[config.mk]
export PLATFORM = sky130hd
export DESIGN_NAME = char_lcd_nibble_text_writer_top
export DESIGN_NICKNAME = d
export VERILOG_FILES = /design/src/rtl/clntw_pkg.sv /design/src/rtl/char_lcd_nibble_text_writer_top.sv /design/src/rtl/clntw_front.sv /design/src/rtl/clntw_queue.sv /design/src/rtl/clntw_back.sv
export SDC_FILE = /design/constraint.sdc
export NUM_CORES = 1
export LEC_CHECK = 0
export BUFFER_PORTS_ARGS = -buffer_cell sky130_fd_sc_hd__buf_2
export CAP_MARGIN = 15
export CORE_MARGIN = 3
export CORE_UTILIZATION = 30
export DETAILED_ROUTE_END_ITERATION = 16
export GPL_TIMING_DRIVEN = 0
export MAX_ROUTING_LAYER = met4
export PLACE_DENSITY = 0.46
export RECOVER_POWER = 100
export SETUP_SLACK_MARGIN = 0.5
export SLEW_MARGIN = 20
export SYNTH_ARGS = -nofsm -noshare
export SYNTH_HDL_FRONTEND = slang
export SYNTH_SLANG_ARGS = --single-unit
[constraint.sdc]
create_clock -name clk -period 3.7 [get_ports clk]
set_input_delay 0 -clock clk [delete_from_list [all_inputs] [get_ports clk]]
set_output_delay 0 -clock clk [all_outputs]
set_load 0.1 [all_outputs]
[src/rtl/clntw_pkg.sv]
// Package for the character LCD nibble text writer.
// Holds the configuration, job and cursor types, codes and the cursor function.
// No dependencies.
`timescale 1ns / 1ps

package clntw_pkg;

  localparam int QUEUE_DEPTH_DEF = 4;
  localparam int CFG_IDX_W       = 2;
  localparam int CFG_DATA_W      = 6;

  typedef enum logic [CFG_IDX_W-1:0] {
    REG_LINE_WIDTH   = 2'd0,
    REG_LINE_COUNT   = 2'd1,
    REG_WRAP_ENABLE  = 2'd2,
    REG_BACKLIGHT_ON = 2'd3
  } reg_idx_t;

  localparam logic [5:0] LINE_WIDTH_RST   = 6'd16;
  localparam logic [2:0] LINE_COUNT_RST   = 3'd2;
  localparam logic       WRAP_ENABLE_RST  = 1'b1;
  localparam logic       BACKLIGHT_ON_RST = 1'b1;

  localparam logic [7:0] CHAR_CR = 8'h0D;
  localparam logic [7:0] CHAR_LF = 8'h0A;
  localparam logic [7:0] CHAR_FF = 8'h0C;

  localparam logic [7:0] CMD_CLEAR  = 8'h01;
  localparam logic [7:0] CMD_DDRAM  = 8'h80;
  localparam logic [7:0] ROW0_BASE  = 8'h00;
  localparam logic [7:0] ROW1_BASE  = 8'h40;
  localparam logic [7:0] ROW2_BASE  = 8'h14;
  localparam logic [7:0] ROW3_BASE  = 8'h54;
  localparam logic [7:0] ROWS_ADDRESSED = 8'd4;

  localparam logic RS_CMD  = 1'b0;
  localparam logic RS_DATA = 1'b1;

  typedef struct packed {
    logic [5:0] line_width;
    logic [2:0] line_count;
    logic       wrap_enable;
    logic       backlight_on;
  } cfg_t;

  typedef struct packed {
    logic [7:0] first_byte;
    logic       first_rs;
    logic       has_second;
    logic [7:0] second_byte;
  } job_t;

  typedef struct packed {
    logic [7:0] col;
    logic [7:0] row;
    logic       has_cmd;
    logic [7:0] cmd;
  } cursor_t;

  typedef struct packed {
    logic [7:0] col;
    logic [7:0] row;
  } front_status_t;

  function automatic cursor_t set_cursor(logic [7:0] x, logic [7:0] y, cfg_t cfg);
    cursor_t    r;
    logic [7:0] base;
    r.col = x;
    r.row = y;
    if (cfg.wrap_enable) begin
      if (x >= {2'b00, cfg.line_width}) r.col = 8'd0;
      if (y >= {5'b00000, cfg.line_count}) r.row = 8'd0;
    end
    case (r.row)
      8'd0:    base = ROW0_BASE;
      8'd1:    base = ROW1_BASE;
      8'd2:    base = ROW2_BASE;
      8'd3:    base = ROW3_BASE;
      default: base = ROW0_BASE;
    endcase
    r.has_cmd = (r.row < ROWS_ADDRESSED);
    r.cmd     = (base + r.col) | CMD_DDRAM;
    return r;
  endfunction

endpackage

[src/rtl/char_lcd_nibble_text_writer_top.sv]
// Top level of the character LCD nibble text writer.
// Holds the configuration registers; instantiates clntw_front, clntw_queue, clntw_back.
// Depends on clntw_pkg.
//
//   channel  ports                                   accepted when
//   input    in_push, in_full, in_char_code          in_push && !in_full
//   result   out_pop, out_empty, out_bus_byte,       out_pop && !out_empty
//            out_last_of_run
//   config   cfg_we, cfg_index, cfg_wdata            cfg_we
//
// A character yields 0, 4 or 8 bus bytes; the back-end sequencer sends one per cycle while
// the output slot is free, so a printed character yields 4, or 8 when it wraps onto an addressed row.
// Characters enter one per cycle while the job queue (QUEUE_DEPTH jobs) has room.
// A dequeued job is registered in job_r, then each of its bus bytes in out_byte_r.
// Synchronous active-low reset; configuration returns to 16 columns, 2 lines,
// wrap on, backlight on, cursor at the origin.
`timescale 1ns / 1ps

module char_lcd_nibble_text_writer_top #(
  parameter int QUEUE_DEPTH = clntw_pkg::QUEUE_DEPTH_DEF
) (
  input  logic                             clk,
  input  logic                             rst_n,
  input  logic                             in_push,
  output logic                             in_full,
  input  logic [7:0]                       in_char_code,
  input  logic                             out_pop,
  output logic                             out_empty,
  output logic [7:0]                       out_bus_byte,
  output logic                             out_last_of_run,
  input  logic                             cfg_we,
  input  logic [clntw_pkg::CFG_IDX_W-1:0]  cfg_index,
  input  logic [clntw_pkg::CFG_DATA_W-1:0] cfg_wdata
);

  clntw_pkg::cfg_t          cfg_r, cfg_nxt;
  logic                     in_accept;
  logic                     job_valid;
  clntw_pkg::job_t          job;
  clntw_pkg::job_t          q_rdata;
  logic                     q_full, q_empty, q_rd;
  clntw_pkg::front_status_t status;

  always_comb begin
    cfg_nxt = cfg_r;
    if (cfg_we) begin
      case (clntw_pkg::reg_idx_t'(cfg_index))
        clntw_pkg::REG_LINE_WIDTH:   cfg_nxt.line_width   = cfg_wdata[5:0];
        clntw_pkg::REG_LINE_COUNT:   cfg_nxt.line_count   = cfg_wdata[2:0];
        clntw_pkg::REG_WRAP_ENABLE:  cfg_nxt.wrap_enable  = cfg_wdata[0];
        clntw_pkg::REG_BACKLIGHT_ON: cfg_nxt.backlight_on = cfg_wdata[0];
        default:                     cfg_nxt = cfg_r;
      endcase
    end
  end

  always_ff @(posedge clk) begin
    if (!rst_n) begin
      cfg_r.line_width   <= clntw_pkg::LINE_WIDTH_RST;
      cfg_r.line_count   <= clntw_pkg::LINE_COUNT_RST;
      cfg_r.wrap_enable  <= clntw_pkg::WRAP_ENABLE_RST;
      cfg_r.backlight_on <= clntw_pkg::BACKLIGHT_ON_RST;
    end else begin
      cfg_r <= cfg_nxt;
    end
  end

  assign in_full   = q_full;
  assign in_accept = in_push && !q_full;

  clntw_front u_front (
    .clk       (clk),
    .rst_n     (rst_n),
    .cfg       (cfg_r),
    .accept    (in_accept),
    .char_code (in_char_code),
    .job_valid (job_valid),
    .job       (job),
    .status    (status)
  );

  clntw_queue #(
    .DEPTH (QUEUE_DEPTH)
  ) u_queue (
    .clk   (clk),
    .rst_n (rst_n),
    .wr    (job_valid),
    .wdata (job),
    .rd    (q_rd),
    .rdata (q_rdata),
    .full  (q_full),
    .empty (q_empty)
  );

  clntw_back u_back (
    .clk             (clk),
    .rst_n           (rst_n),
    .backlight_on    (cfg_r.backlight_on),
    .q_empty         (q_empty),
    .q_rdata         (q_rdata),
    .q_rd            (q_rd),
    .out_pop         (out_pop),
    .out_empty       (out_empty),
    .out_bus_byte    (out_bus_byte),
    .out_last_of_run (out_last_of_run)
  );

  a_clear_homes: assert property (@(posedge clk) disable iff (!rst_n)
    (in_accept && in_char_code == clntw_pkg::CHAR_FF) |=>
      (status.col == 8'd0 && status.row == 8'd0))
    else $error("form feed did not home the cursor");

  a_wrap_clamps: assert property (@(posedge clk) disable iff (!rst_n)
    (in_accept && cfg_r.wrap_enable) |=>
      (status.col < {2'b00, $past(cfg_r.line_width)} || status.col == 8'd0))
    else $error("cursor column past line end with wrap on");

  a_last_on_strobe_low: assert property (@(posedge clk) disable iff (!rst_n)
    (!out_empty && out_last_of_run) |-> !out_bus_byte[2])
    else $error("run ends on a byte with enable high");

  a_strobe_pairs: assert property (@(posedge clk) disable iff (!rst_n)
    (!out_empty && out_bus_byte[2]) |-> !out_last_of_run)
    else $error("enable-high byte marked as last");

endmodule

[src/rtl/clntw_front.sv]
// Front end: classifies each character, tracks the cursor, builds byte jobs.
// Depends on clntw_pkg.
`timescale 1ns / 1ps

module clntw_front (
  input  logic                     clk,
  input  logic                     rst_n,
  input  clntw_pkg::cfg_t          cfg,
  input  logic                     accept,
  input  logic [7:0]               char_code,
  output logic                     job_valid,
  output clntw_pkg::job_t          job,
  output clntw_pkg::front_status_t status
);

  logic [7:0] col_r, col_nxt;
  logic [7:0] row_r, row_nxt;
  logic [7:0] col_inc, row_inc, row_wrap;
  logic       wrap_hit;
  clntw_pkg::cursor_t cr_cur, lf_cur, pr_cur;

  always_comb begin
    col_inc  = col_r + 8'd1;
    row_inc  = row_r + 8'd1;
    row_wrap = (row_inc >= {5'b00000, cfg.line_count}) ? 8'd0 : row_inc;
    wrap_hit = cfg.wrap_enable && (col_inc >= {2'b00, cfg.line_width});
    cr_cur   = clntw_pkg::set_cursor(8'd0, row_r, cfg);
    lf_cur   = clntw_pkg::set_cursor(col_r, row_inc, cfg);
    pr_cur   = clntw_pkg::set_cursor(8'd0, row_wrap, cfg);

    col_nxt   = col_r;
    row_nxt   = row_r;
    job_valid = 1'b0;
    job       = '0;
    if (accept) begin
      case (char_code)
        clntw_pkg::CHAR_CR: begin
          col_nxt        = cr_cur.col;
          row_nxt        = cr_cur.row;
          job_valid      = cr_cur.has_cmd;
          job.first_byte = cr_cur.cmd;
          job.first_rs   = clntw_pkg::RS_CMD;
        end
        clntw_pkg::CHAR_LF: begin
          col_nxt        = lf_cur.col;
          row_nxt        = lf_cur.row;
          job_valid      = lf_cur.has_cmd;
          job.first_byte = lf_cur.cmd;
          job.first_rs   = clntw_pkg::RS_CMD;
        end
        clntw_pkg::CHAR_FF: begin
          col_nxt        = 8'd0;
          row_nxt        = 8'd0;
          job_valid      = 1'b1;
          job.first_byte = clntw_pkg::CMD_CLEAR;
          job.first_rs   = clntw_pkg::RS_CMD;
        end
        default: begin
          job_valid      = 1'b1;
          job.first_byte = char_code;
          job.first_rs   = clntw_pkg::RS_DATA;
          if (wrap_hit) begin
            col_nxt         = pr_cur.col;
            row_nxt         = pr_cur.row;
            job.has_second  = pr_cur.has_cmd;
            job.second_byte = pr_cur.cmd;
          end else begin
            col_nxt = col_inc;
          end
        end
      endcase
    end
  end

  always_ff @(posedge clk) begin
    if (!rst_n) begin
      col_r <= 8'd0;
      row_r <= 8'd0;
    end else begin
      col_r <= col_nxt;
      row_r <= row_nxt;
    end
  end

  assign status.col = col_r;
  assign status.row = row_r;

endmodule

[src/rtl/clntw_queue.sv]
// Job queue between front and back end.
// Depends on clntw_pkg.
`timescale 1ns / 1ps

module clntw_queue #(
  parameter int DEPTH = clntw_pkg::QUEUE_DEPTH_DEF
) (
  input  logic            clk,
  input  logic            rst_n,
  input  logic            wr,
  input  clntw_pkg::job_t wdata,
  input  logic            rd,
  output clntw_pkg::job_t rdata,
  output logic            full,
  output logic            empty
);

  localparam int PTR_W = $clog2(DEPTH);
  localparam int CNT_W = $clog2(DEPTH + 1);

  clntw_pkg::job_t mem [DEPTH];
  logic [PTR_W-1:0] wptr_r, wptr_nxt;
  logic [PTR_W-1:0] rptr_r, rptr_nxt;
  logic [CNT_W-1:0] count_r, count_nxt;

  always_comb begin
    wptr_nxt  = wptr_r;
    rptr_nxt  = rptr_r;
    count_nxt = count_r;
    if (wr) wptr_nxt = (wptr_r == PTR_W'(DEPTH - 1)) ? '0 : wptr_r + 1'b1;
    if (rd) rptr_nxt = (rptr_r == PTR_W'(DEPTH - 1)) ? '0 : rptr_r + 1'b1;
    if (wr && !rd) count_nxt = count_r + 1'b1;
    else if (rd && !wr) count_nxt = count_r - 1'b1;
  end

  always_ff @(posedge clk) begin
    if (!rst_n) begin
      wptr_r  <= '0;
      rptr_r  <= '0;
      count_r <= '0;
    end else begin
      wptr_r  <= wptr_nxt;
      rptr_r  <= rptr_nxt;
      count_r <= count_nxt;
    end
  end

  always_ff @(posedge clk) begin
    if (wr) mem[wptr_r] <= wdata;
  end

  assign rdata = mem[rptr_r];
  assign full  = (count_r == CNT_W'(DEPTH));
  assign empty = (count_r == '0);

endmodule

[src/rtl/clntw_back.sv]
// Back end: sequences each job into expander bus bytes, one per cycle while the output slot is free.
// Depends on clntw_pkg.
`timescale 1ns / 1ps

module clntw_back (
  input  logic            clk,
  input  logic            rst_n,
  input  logic            backlight_on,
  input  logic            q_empty,
  input  clntw_pkg::job_t q_rdata,
  output logic            q_rd,
  input  logic            out_pop,
  output logic            out_empty,
  output logic [7:0]      out_bus_byte,
  output logic            out_last_of_run
);

  logic            busy_r, busy_nxt;
  logic [2:0]      step_r, step_nxt;
  clntw_pkg::job_t job_r;
  logic            out_valid_r, out_valid_nxt;
  logic [7:0]      out_byte_r;
  logic            out_last_r;
  logic            slot_free, emit, last_step, done, load;
  logic [7:0]      cur_byte;
  logic [3:0]      nib;
  logic            rs;
  logic [7:0]      bus;

  always_comb begin
    slot_free = !out_valid_r || out_pop;
    emit      = busy_r && slot_free;
    last_step = (step_r == 3'd3 && !job_r.has_second) || (step_r == 3'd7);
    done      = emit && last_step;
    load      = (!busy_r || done) && !q_empty;
    q_rd      = load;

    cur_byte = step_r[2] ? job_r.second_byte : job_r.first_byte;
    nib      = step_r[1] ? cur_byte[3:0] : cur_byte[7:4];
    rs       = step_r[2] ? clntw_pkg::RS_CMD : job_r.first_rs;
    bus      = {nib, backlight_on, !step_r[0], 1'b0, rs};

    if (emit) out_valid_nxt = 1'b1;
    else if (out_pop) out_valid_nxt = 1'b0;
    else out_valid_nxt = out_valid_r;

    if (load) busy_nxt = 1'b1;
    else if (done) busy_nxt = 1'b0;
    else busy_nxt = busy_r;

    if (load) step_nxt = 3'd0;
    else if (emit) step_nxt = step_r + 3'd1;
    else step_nxt = step_r;
  end

  always_ff @(posedge clk) begin
    if (!rst_n) begin
      busy_r      <= 1'b0;
      step_r      <= 3'd0;
      out_valid_r <= 1'b0;
    end else begin
      busy_r      <= busy_nxt;
      step_r      <= step_nxt;
      out_valid_r <= out_valid_nxt;
    end
  end

  always_ff @(posedge clk) begin
    if (load) job_r <= q_rdata;
    if (emit) begin
      out_byte_r <= bus;
      out_last_r <= last_step;
    end
  end

  assign out_empty       = !out_valid_r;
  assign out_bus_byte    = out_byte_r;
  assign out_last_of_run = out_last_r;

endmodule

After elaboration in Yosys (flattened, before gate mapping)
Memory sizes are Yosys's and may differ from the RTL's. A register that Yosys moved wholly into a read port is not among the register bits.
Cells that the tools add are included.
{"block": "totals", "word_cells": 119, "ram_bits": 72, "latch_bits": 0, "ff_bits": 47, "rom_bits": 0, "in_bits": 21, "n_memories": 1, "out_inout_bits": 11}
{"block": "classes", "reduce_logical": 32, "mux": 32, "n_shift": 0, "n_bitwise": 1, "mul": 0, "eq_ne": 20, "magnitude_cmp": 8, "div_mod_pow": 0, "n_addsub": 10}
{"name": "u_queue.mem", "words": 4, "word_bits": 18, "read_ports": 1, "rd_clocked_by_memory_dff": 1, "write_ports": 1, "line": "clntw_queue.sv:21", "source": "clntw_pkg::job_t mem [DEPTH];"}
{"op": "8-bit two-way mux", "count": 9}
{"op": "7-bit case mux with 3 select lines", "count": 3}
{"op": "8-bit by 2-bit equality test with 1-bit output (second input constant)", "count": 6}
{"op": "8-bit case mux with 3 select lines", "count": 2}
{"op": "9-bit case mux with 3 select lines", "count": 1}
{"op": "8-bit by 1-bit equality test with 1-bit output (second input constant)", "count": 3}
{"op": "8-bit by 4-bit equality test with 1-bit output (second input constant)", "count": 3}
{"op": "8-bit by 3-bit greater-or-equal comparator with 1-bit output", "count": 3}
{"op": "8-bit by 3-bit < comparator with 1-bit output (second input constant)", "count": 3}
{"op": "18-bit two-way mux", "count": 1}
{"op": "9-bit two-way mux", "count": 2}
{"op": "8-bit by 1-bit adder with 8-bit output (second input constant)", "count": 2}
{"op": "8-bit by 6-bit greater-or-equal comparator with 1-bit output", "count": 2}
{"op": "16-bit two-way mux", "count": 1}
{"op": "7-bit by 1-bit adder with 7-bit output (second input constant)", "count": 2}
{"op": "2-bit AND reduction", "count": 5}
{"op": "2-bit equality test (second input constant)", "count": 4}
{"op": "1-bit logical AND", "count": 8}
{"op": "1-bit logical NOT", "count": 8}
{"op": "7-bit adder", "count": 1}
{"op": "1-bit two-way mux", "count": 7}
{"op": "3-bit by 1-bit adder with 3-bit output (second input constant)", "count": 2}
{"op": "3-bit equality test (second input constant)", "count": 2}
{"op": "3-bit two-way mux", "count": 2}
{"op": "other kinds (15)", "count": 21}

Logic depth before layout (Yosys ltp)
{"block": "logic_depth", "word_depth": 12, "ltp_mapped": 16, "mapped_depth_nobuf": 15}

Hierarchy
A second synthesis with hierarchy kept.
{"block": "unflattened", "hier_cells": 544, "hier_area_um2": 6942.9}
{"module": "clntw_queue", "seq_area_each_um2": 2342.2, "cells_per_inst": 138, "n_inst": 1, "area_each_um2": 3096.7}
{"module": "clntw_front", "seq_area_each_um2": 320.3, "cells_per_inst": 290, "n_inst": 1, "area_each_um2": 2165.8}
{"module": "clntw_back", "seq_area_each_um2": 880.8, "cells_per_inst": 68, "n_inst": 1, "area_each_um2": 1206.2}
{"module": "char_lcd_nibble_text_writer_top", "seq_area_each_um2": 220.2, "cells_per_inst": 48, "n_inst": 1, "area_each_um2": 474.2}

Least setup slack after synthesis
OpenSTA, ideal clock, no wires.
{"block": "synth_path", "kind": "register to register", "from": "register u_queue.count_r[0]", "to": "register u_queue.count_r[2]", "setup_ps": 76, "path_buffers": 0, "t_arrival_ps": 4159, "stages_incl_launch_ff": 11, "slack_ps": -535, "required_ps": 3624, "synth_period_minus_slack_ps": 4235, "cell_sequence": "dfxtp_1 -> nor3b_1 -> nand2b_1 -> a21o_2 -> a21oi_2 -> ha_1 -> inv_1 -> fa_1 -> xor2_1 -> or3_1 -> a21boi_0"}
{"block": "synth_via", "elab_chain_len": 7, "elab_cells_between_ends": 16, "classes_between": "2 x add/sub; 1 x eq/ne; 3 x mux; 10 x reduce/logical"}
{"element": "start, declared", "line": "clntw_queue.sv:24", "source": "logic [CNT_W-1:0] count_r, count_nxt;"}
{"element": "start signal, assigned", "line": "clntw_queue.sv:44", "source": "count_r <= count_nxt;"}
{"element": "3-bit equality test *", "line": "clntw_queue.sv:53", "source": "assign full = (count_r == CNT_W'(DEPTH));"}
{"element": "via in_full", "line": "char_lcd_nibble_text_writer_top.sv:25", "source": "output logic in_full,"}
{"element": "1-bit logical NOT *", "line": "char_lcd_nibble_text_writer_top.sv:69", "source": "assign in_accept = in_push && !q_full;"}
{"element": "1-bit logical AND *", "line": "char_lcd_nibble_text_writer_top.sv:69"}
{"element": "1-bit two-way mux *", "line": "clntw_front.sv:35", "source": "if (accept) begin"}
{"element": "via job_valid", "line": "char_lcd_nibble_text_writer_top.sv:38", "source": "logic job_valid;"}
{"element": "1-bit logical NOT", "line": "clntw_queue.sv:33", "source": "else if (rd && !wr) count_nxt = count_r - 1'b1;"}
{"element": "1-bit logical AND", "line": "clntw_queue.sv:33"}
{"element": "2-bit nonzero test (no line)"}
The timed path passes the listed nets; every way through them passes the cells marked *. The select of a mux whose other input is x is not followed.
A chain may end at the register's enable or synchronous reset.

Worst setup path in the final report
{"block": "layout_path", "from": "register u_front.row_r[0]", "to": "register u_queue.count_r[2]"}
{"block": "layout_via", "elab_chain_len": 10, "elab_cells_between_ends": 16, "classes_between": "1 x add/sub; 4 x order compare; 7 x mux; 4 x reduce/logical"}
{"element": "start, declared", "line": "clntw_front.sv:17", "source": "logic [7:0] row_r, row_nxt;"}
{"element": "start signal, assigned", "line": "clntw_front.sv:81", "source": "row_r <= row_nxt;"}
{"element": "8-bit by 1-bit adder with 8-bit output", "line": "clntw_front.sv:24", "source": "row_inc = row_r + 8'd1;"}
{"element": "8-bit by 3-bit greater-or-equal comparator with 1-bit output", "line": "clntw_pkg.sv:72", "source": "if (y >= {5'b00000, cfg.line_count}) r.row = 8'd0;"}
{"element": "8-bit two-way mux", "line": "clntw_pkg.sv:72"}
{"element": "16-bit two-way mux", "line": "clntw_pkg.sv:70", "source": "if (cfg.wrap_enable) begin"}
{"element": "8-bit by 3-bit < comparator with 1-bit output", "line": "clntw_pkg.sv:81", "source": "r.has_cmd = (r.row < ROWS_ADDRESSED);"}
{"element": "1-bit case mux with 2 select lines *", "line": "clntw_front.sv:36", "source": "case (char_code)"}
{"element": "1-bit two-way mux *", "line": "clntw_front.sv:35"}
{"element": "via job_valid", "line": "char_lcd_nibble_text_writer_top.sv:38"}
{"element": "1-bit logical NOT", "line": "clntw_queue.sv:33"}
{"element": "1-bit logical AND", "line": "clntw_queue.sv:33"}
{"element": "2-bit nonzero test (no line)"}
The timed path passes the listed nets; every way through them passes the cells marked *.

==> flow_metrics.py <==
metrics = {
    "route": {
        "drtPass1Iterations": 4,
        "drc": 0,
        "via_per_inst": 5.00,
        "wl_um": 15300,
        "drt_iter0_drc": 277,
        "postRouteAntennaNets": 0,
        "num_vias": 4476,
        "wl_per_cell_um": 17.1,
    },
    "grt": {
        "overflow": 0,
        "grt_pass1_wl_um": 24600,
        "track_usage_pct": 14.9,
        "antenna_found_initial": 0,
        "grt_pass1_vias": 4527,
        "grt_max_degree": 23,
    },
    "yosys": {
        "async_reset_ff_share_pct": 0,
        "syn_nets": 597,
        "synth_top_area_share_pct": 36.6,
        "synth_area_leader_cell": "edfxtp_1",
        "yosysMostFrequentCell": "edfxtp_1",
        "ys_types": 72,
        "synthTopCellsByArea": "edfxtp_1 (37%), dfxtp_1 (13%), ha_1 (7.3%)",
        "syn_area_um2": 5990,
        "yosysSeqAreaShare_pct": 49.6,
        "synth-edff-count": 73,
        "synth-seq-cells": 112,
        "synth_common_cells": "edfxtp_1 (73), dfxtp_1 (39), nand2_1 (38)",
        "ys.flop_type": "edfxtp_1",
        "syn_inst": 540,
        "synth_warnings": 0,
        "avgSynthCellArea_um2": 11.1,
    },
    "clock_network": {
        "cts.sinks": 112,
        "clock_path_buffers": 2,
        "cts_tree": "done",
        "cts_buffers": 9,
        "htree_levels": 3,
        "clkTransAtPathRegs_ns": 0.09,
        "cts-root-buf": "clkbuf_16",
        "insertion_delay_ns": 0.36,
    },
    "worst_setup_path": {
        "cp_cell_sequence": "ha_4 -> buf_6 -> and2_4 -> o2111a_1 -> o211ai_1 -> buf_6 -> o22ai_4 -> a21oi_4 -> ha_1 -> inv_1 -> fa_2 -> xor2_1 -> or3_1 -> a21boi_1",
        "arrival_ns": 3.66,
        "crit_top_cell": "buf_6",
        "crit_slowest_cell": "o211ai_1",
        "crit_type": "flip-flop to flip-flop",
        "worst_setup_path_end_kind": "flip-flop",
        "slowest_delay_ns": 0.53,
        "worst_setup_path_start_kind": "flip-flop",
        "crit_fanout": 5,
        "crit_required_ns": 3.99,
    },
    "pwr": {
        "power_leakage_nw": 2.75,
        "p_switching_w": 0.00130,
        "sw_frac_of_total_pct": 34.0,
        "combPwrFrac_pct": 27.2,
        "powerDensity_nw_per_um2": 515,
        "seqPwrFrac_pct": 44.6,
        "p_clk_share_pct": 28.2,
        "internal-power_w": 0.00252,
        "ir_drop_mv": 0.252,
    },
    "cells_and_area": {
        "multi_input_area_um2": 2970,
        "fillers": 1984,
        "nNetsFinal": 683,
        "seqCellArea_um2": 2990,
        "drive_above_1_share_pct": 23.5,
        "antennaDiodeCount": 0,
        "area_growth_pct": 23.7,
    },
    "floorplanning": {
        "coreArea_um2": 19500,
        "die_area_um2": 21700,
        "die_y_um": 147,
        "die_x_um": 147,
        "design.portCount": 32,
        "start_util_pct": 30.7,
        "rows": 51,
    },
    "sta": {
        "min_period_over_period_pct": 91.0,
        "fin_crit_ns": 3.37,
        "relSlewSlack_pct": 21.9,
        "setup_tns_ns": 0,
        "final_max_slew_viol_count": 0,
        "hold_viol_final": 0,
        "worst_pin_slew_ns": 1.18,
        "fmax_ghz": 0.297,
        "skew_ns": 0.0130,
        "setup_ws_ns": 0.334,
        "setup_viol": 0,
        "rsz0062_at_grt": "true",
    },
    "placed_design": {
        "gp_congestion": 0.823,
        "portBuffers": 29,
        "pre_cts_ws_ns": -0.278,
        "dp_hpwl_um": 11100,
    },
    "min_path": {
        "hp-class": "input pin to flip-flop",
    },
    "status": {
        "status": "complete, no violations",
    },
    "run": {
        "cap_viol_max_count": 0,
    },
}
==> cells by family (layout without fill, tap and decap cells) <==
logic type | after synthesis | count (layout) | share of synthesized area [%]
other | 1 | 1 | 0.0626
and+or+nand+nor | 184 | 184 | 16.3
buffers and inverters | 59 | 150 | 4.03
adders and majority gates | 36 | 36 | 7.65
muxes | 25 | 25 | 7.10
DFF | 112 | 112 | 49.6
xor gates and xnor gates | 10 | 10 | 1.46
AOI/OAI and AO/OA | 113 | 113 | 13.8
==> worst max-delay path, delay by kind of cell (launching register included) <==
family	cells	cell delay [ns]
XOR/XNOR	1	0.17
AO/OA/AOI/OAI	5	1.19
adder cells (fa/ha/maj)	3	0.67
buffers and inverters	3	0.38
flip-flops	1	0.37
AND/OR/NAND/NOR	2	0.48
==> power by group through the flow <==
stage | Clock (W) | Sequential [W] | Combinational (W)
finish | 0.00108 | 0.00170 | 0.00104
global route | 0.00116 | 0.00172 | 0.00115
CTS | 0.00111 | 0.00170 | 0.00106
detailed placement | 0 | 0.00173 | 0.00102
global placement | 0 | 0.00172 | 0.000997
floorplan | 0 | 0.00189 | 0.000600
==> cells in the final DEF (no fill, tap or decap), types with 24 or more instances in the layout <==
master,instances
edfxtp_1,73
buf_2,24
buf_4,29
nand2_1,38
a21oi_1,24
inv_1,28
nor2_1,30
dfxtp_1,33
nand3_1,32
ha_1,29
clkbuf_1,30
==> registers in the layout, summed over array words and instances, names as in the netlist <==
register	count
u_front.col_r	8
u_back.busy_r	1
u_queue.rptr_r	2
u_back.job_r	13
cfg_r	11
u_back.step_r	3
u_back.out_last_of_run	1
u_front.row_r	8
u_queue.count_r	3
u_back.out_valid_r	1
u_back.out_bus_byte	7
u_queue.wptr_r	2
u_queue.mem	52
==> stage by stage <==
stage	std cells	area (µm²)	total power (W)	utilization, %	hold WS (ns)
6_report	896	7410	0.00382	37.9	0.0404
5_1_grt	896	7410	0.00403	37.9	0.0369
4_1_cts	881	7290	0.00387	37.3	0.0313
3_5_place_dp	834	6490	0.00275	33.2	0.240
3_3_place_gp	834	6490	0.00272	33.2	0.243
2_1_floorplan	540	6010	0.00249	-	0.125
==> worst paths after layout <==
path	from	endpoint	slack [ns]	cells after the start
max	u_front.row_r[0]	u_queue.count_r[2]	0.33	14
min reg2reg	cfg_r[0]	u_back.out_bus_byte[3]	0.49	0
min	cfg_we	cfg_r[1]	0.04	4
max reg2reg	u_front.row_r[0]	u_queue.count_r[2]	0.33	14
==> layer usage <==
| layer | up-vias | track usage (%) | routed length [µm] |
|---|---|---|---|
| li1 | 2185 | - | - |
| met3 | 30 | 2.99 | 671 |
| met4 | 0 | 4.33 | 427 |
| met2 | 77 | 25.5 | 7790 |
| met5 | - | - | 0 |
| met1 | 2184 | 18.0 | 6400 |
==> repair_timing <==
item                       in CTS  in global routing
resized for setup              55                 17
hold endpoints to repair       12                  0
hold buffers                    9                  0
cloned                          0                  0
pin swaps                      17                 19
setup buffers                  22                 15
setup endpoints to repair      85                 24
==> final cells by class <==
| cell class | instances | share of cell area, % |
|---|---|---|
| Multi-Input combinational cell | 369 | 40.1 |
| Clock inverter | 7 | 1.45 |
| Buffer | 29 | 2.30 |
| Sequential cell | 112 | 40.3 |
| Clock buffer | 9 | 3.04 |
| Timing Repair Buffer | 75 | 6.74 |
| Inverter | 30 | 1.57 |
| Tap cell | 265 | 4.48 |
Note: power is estimated with default switching activity, not from simulation.
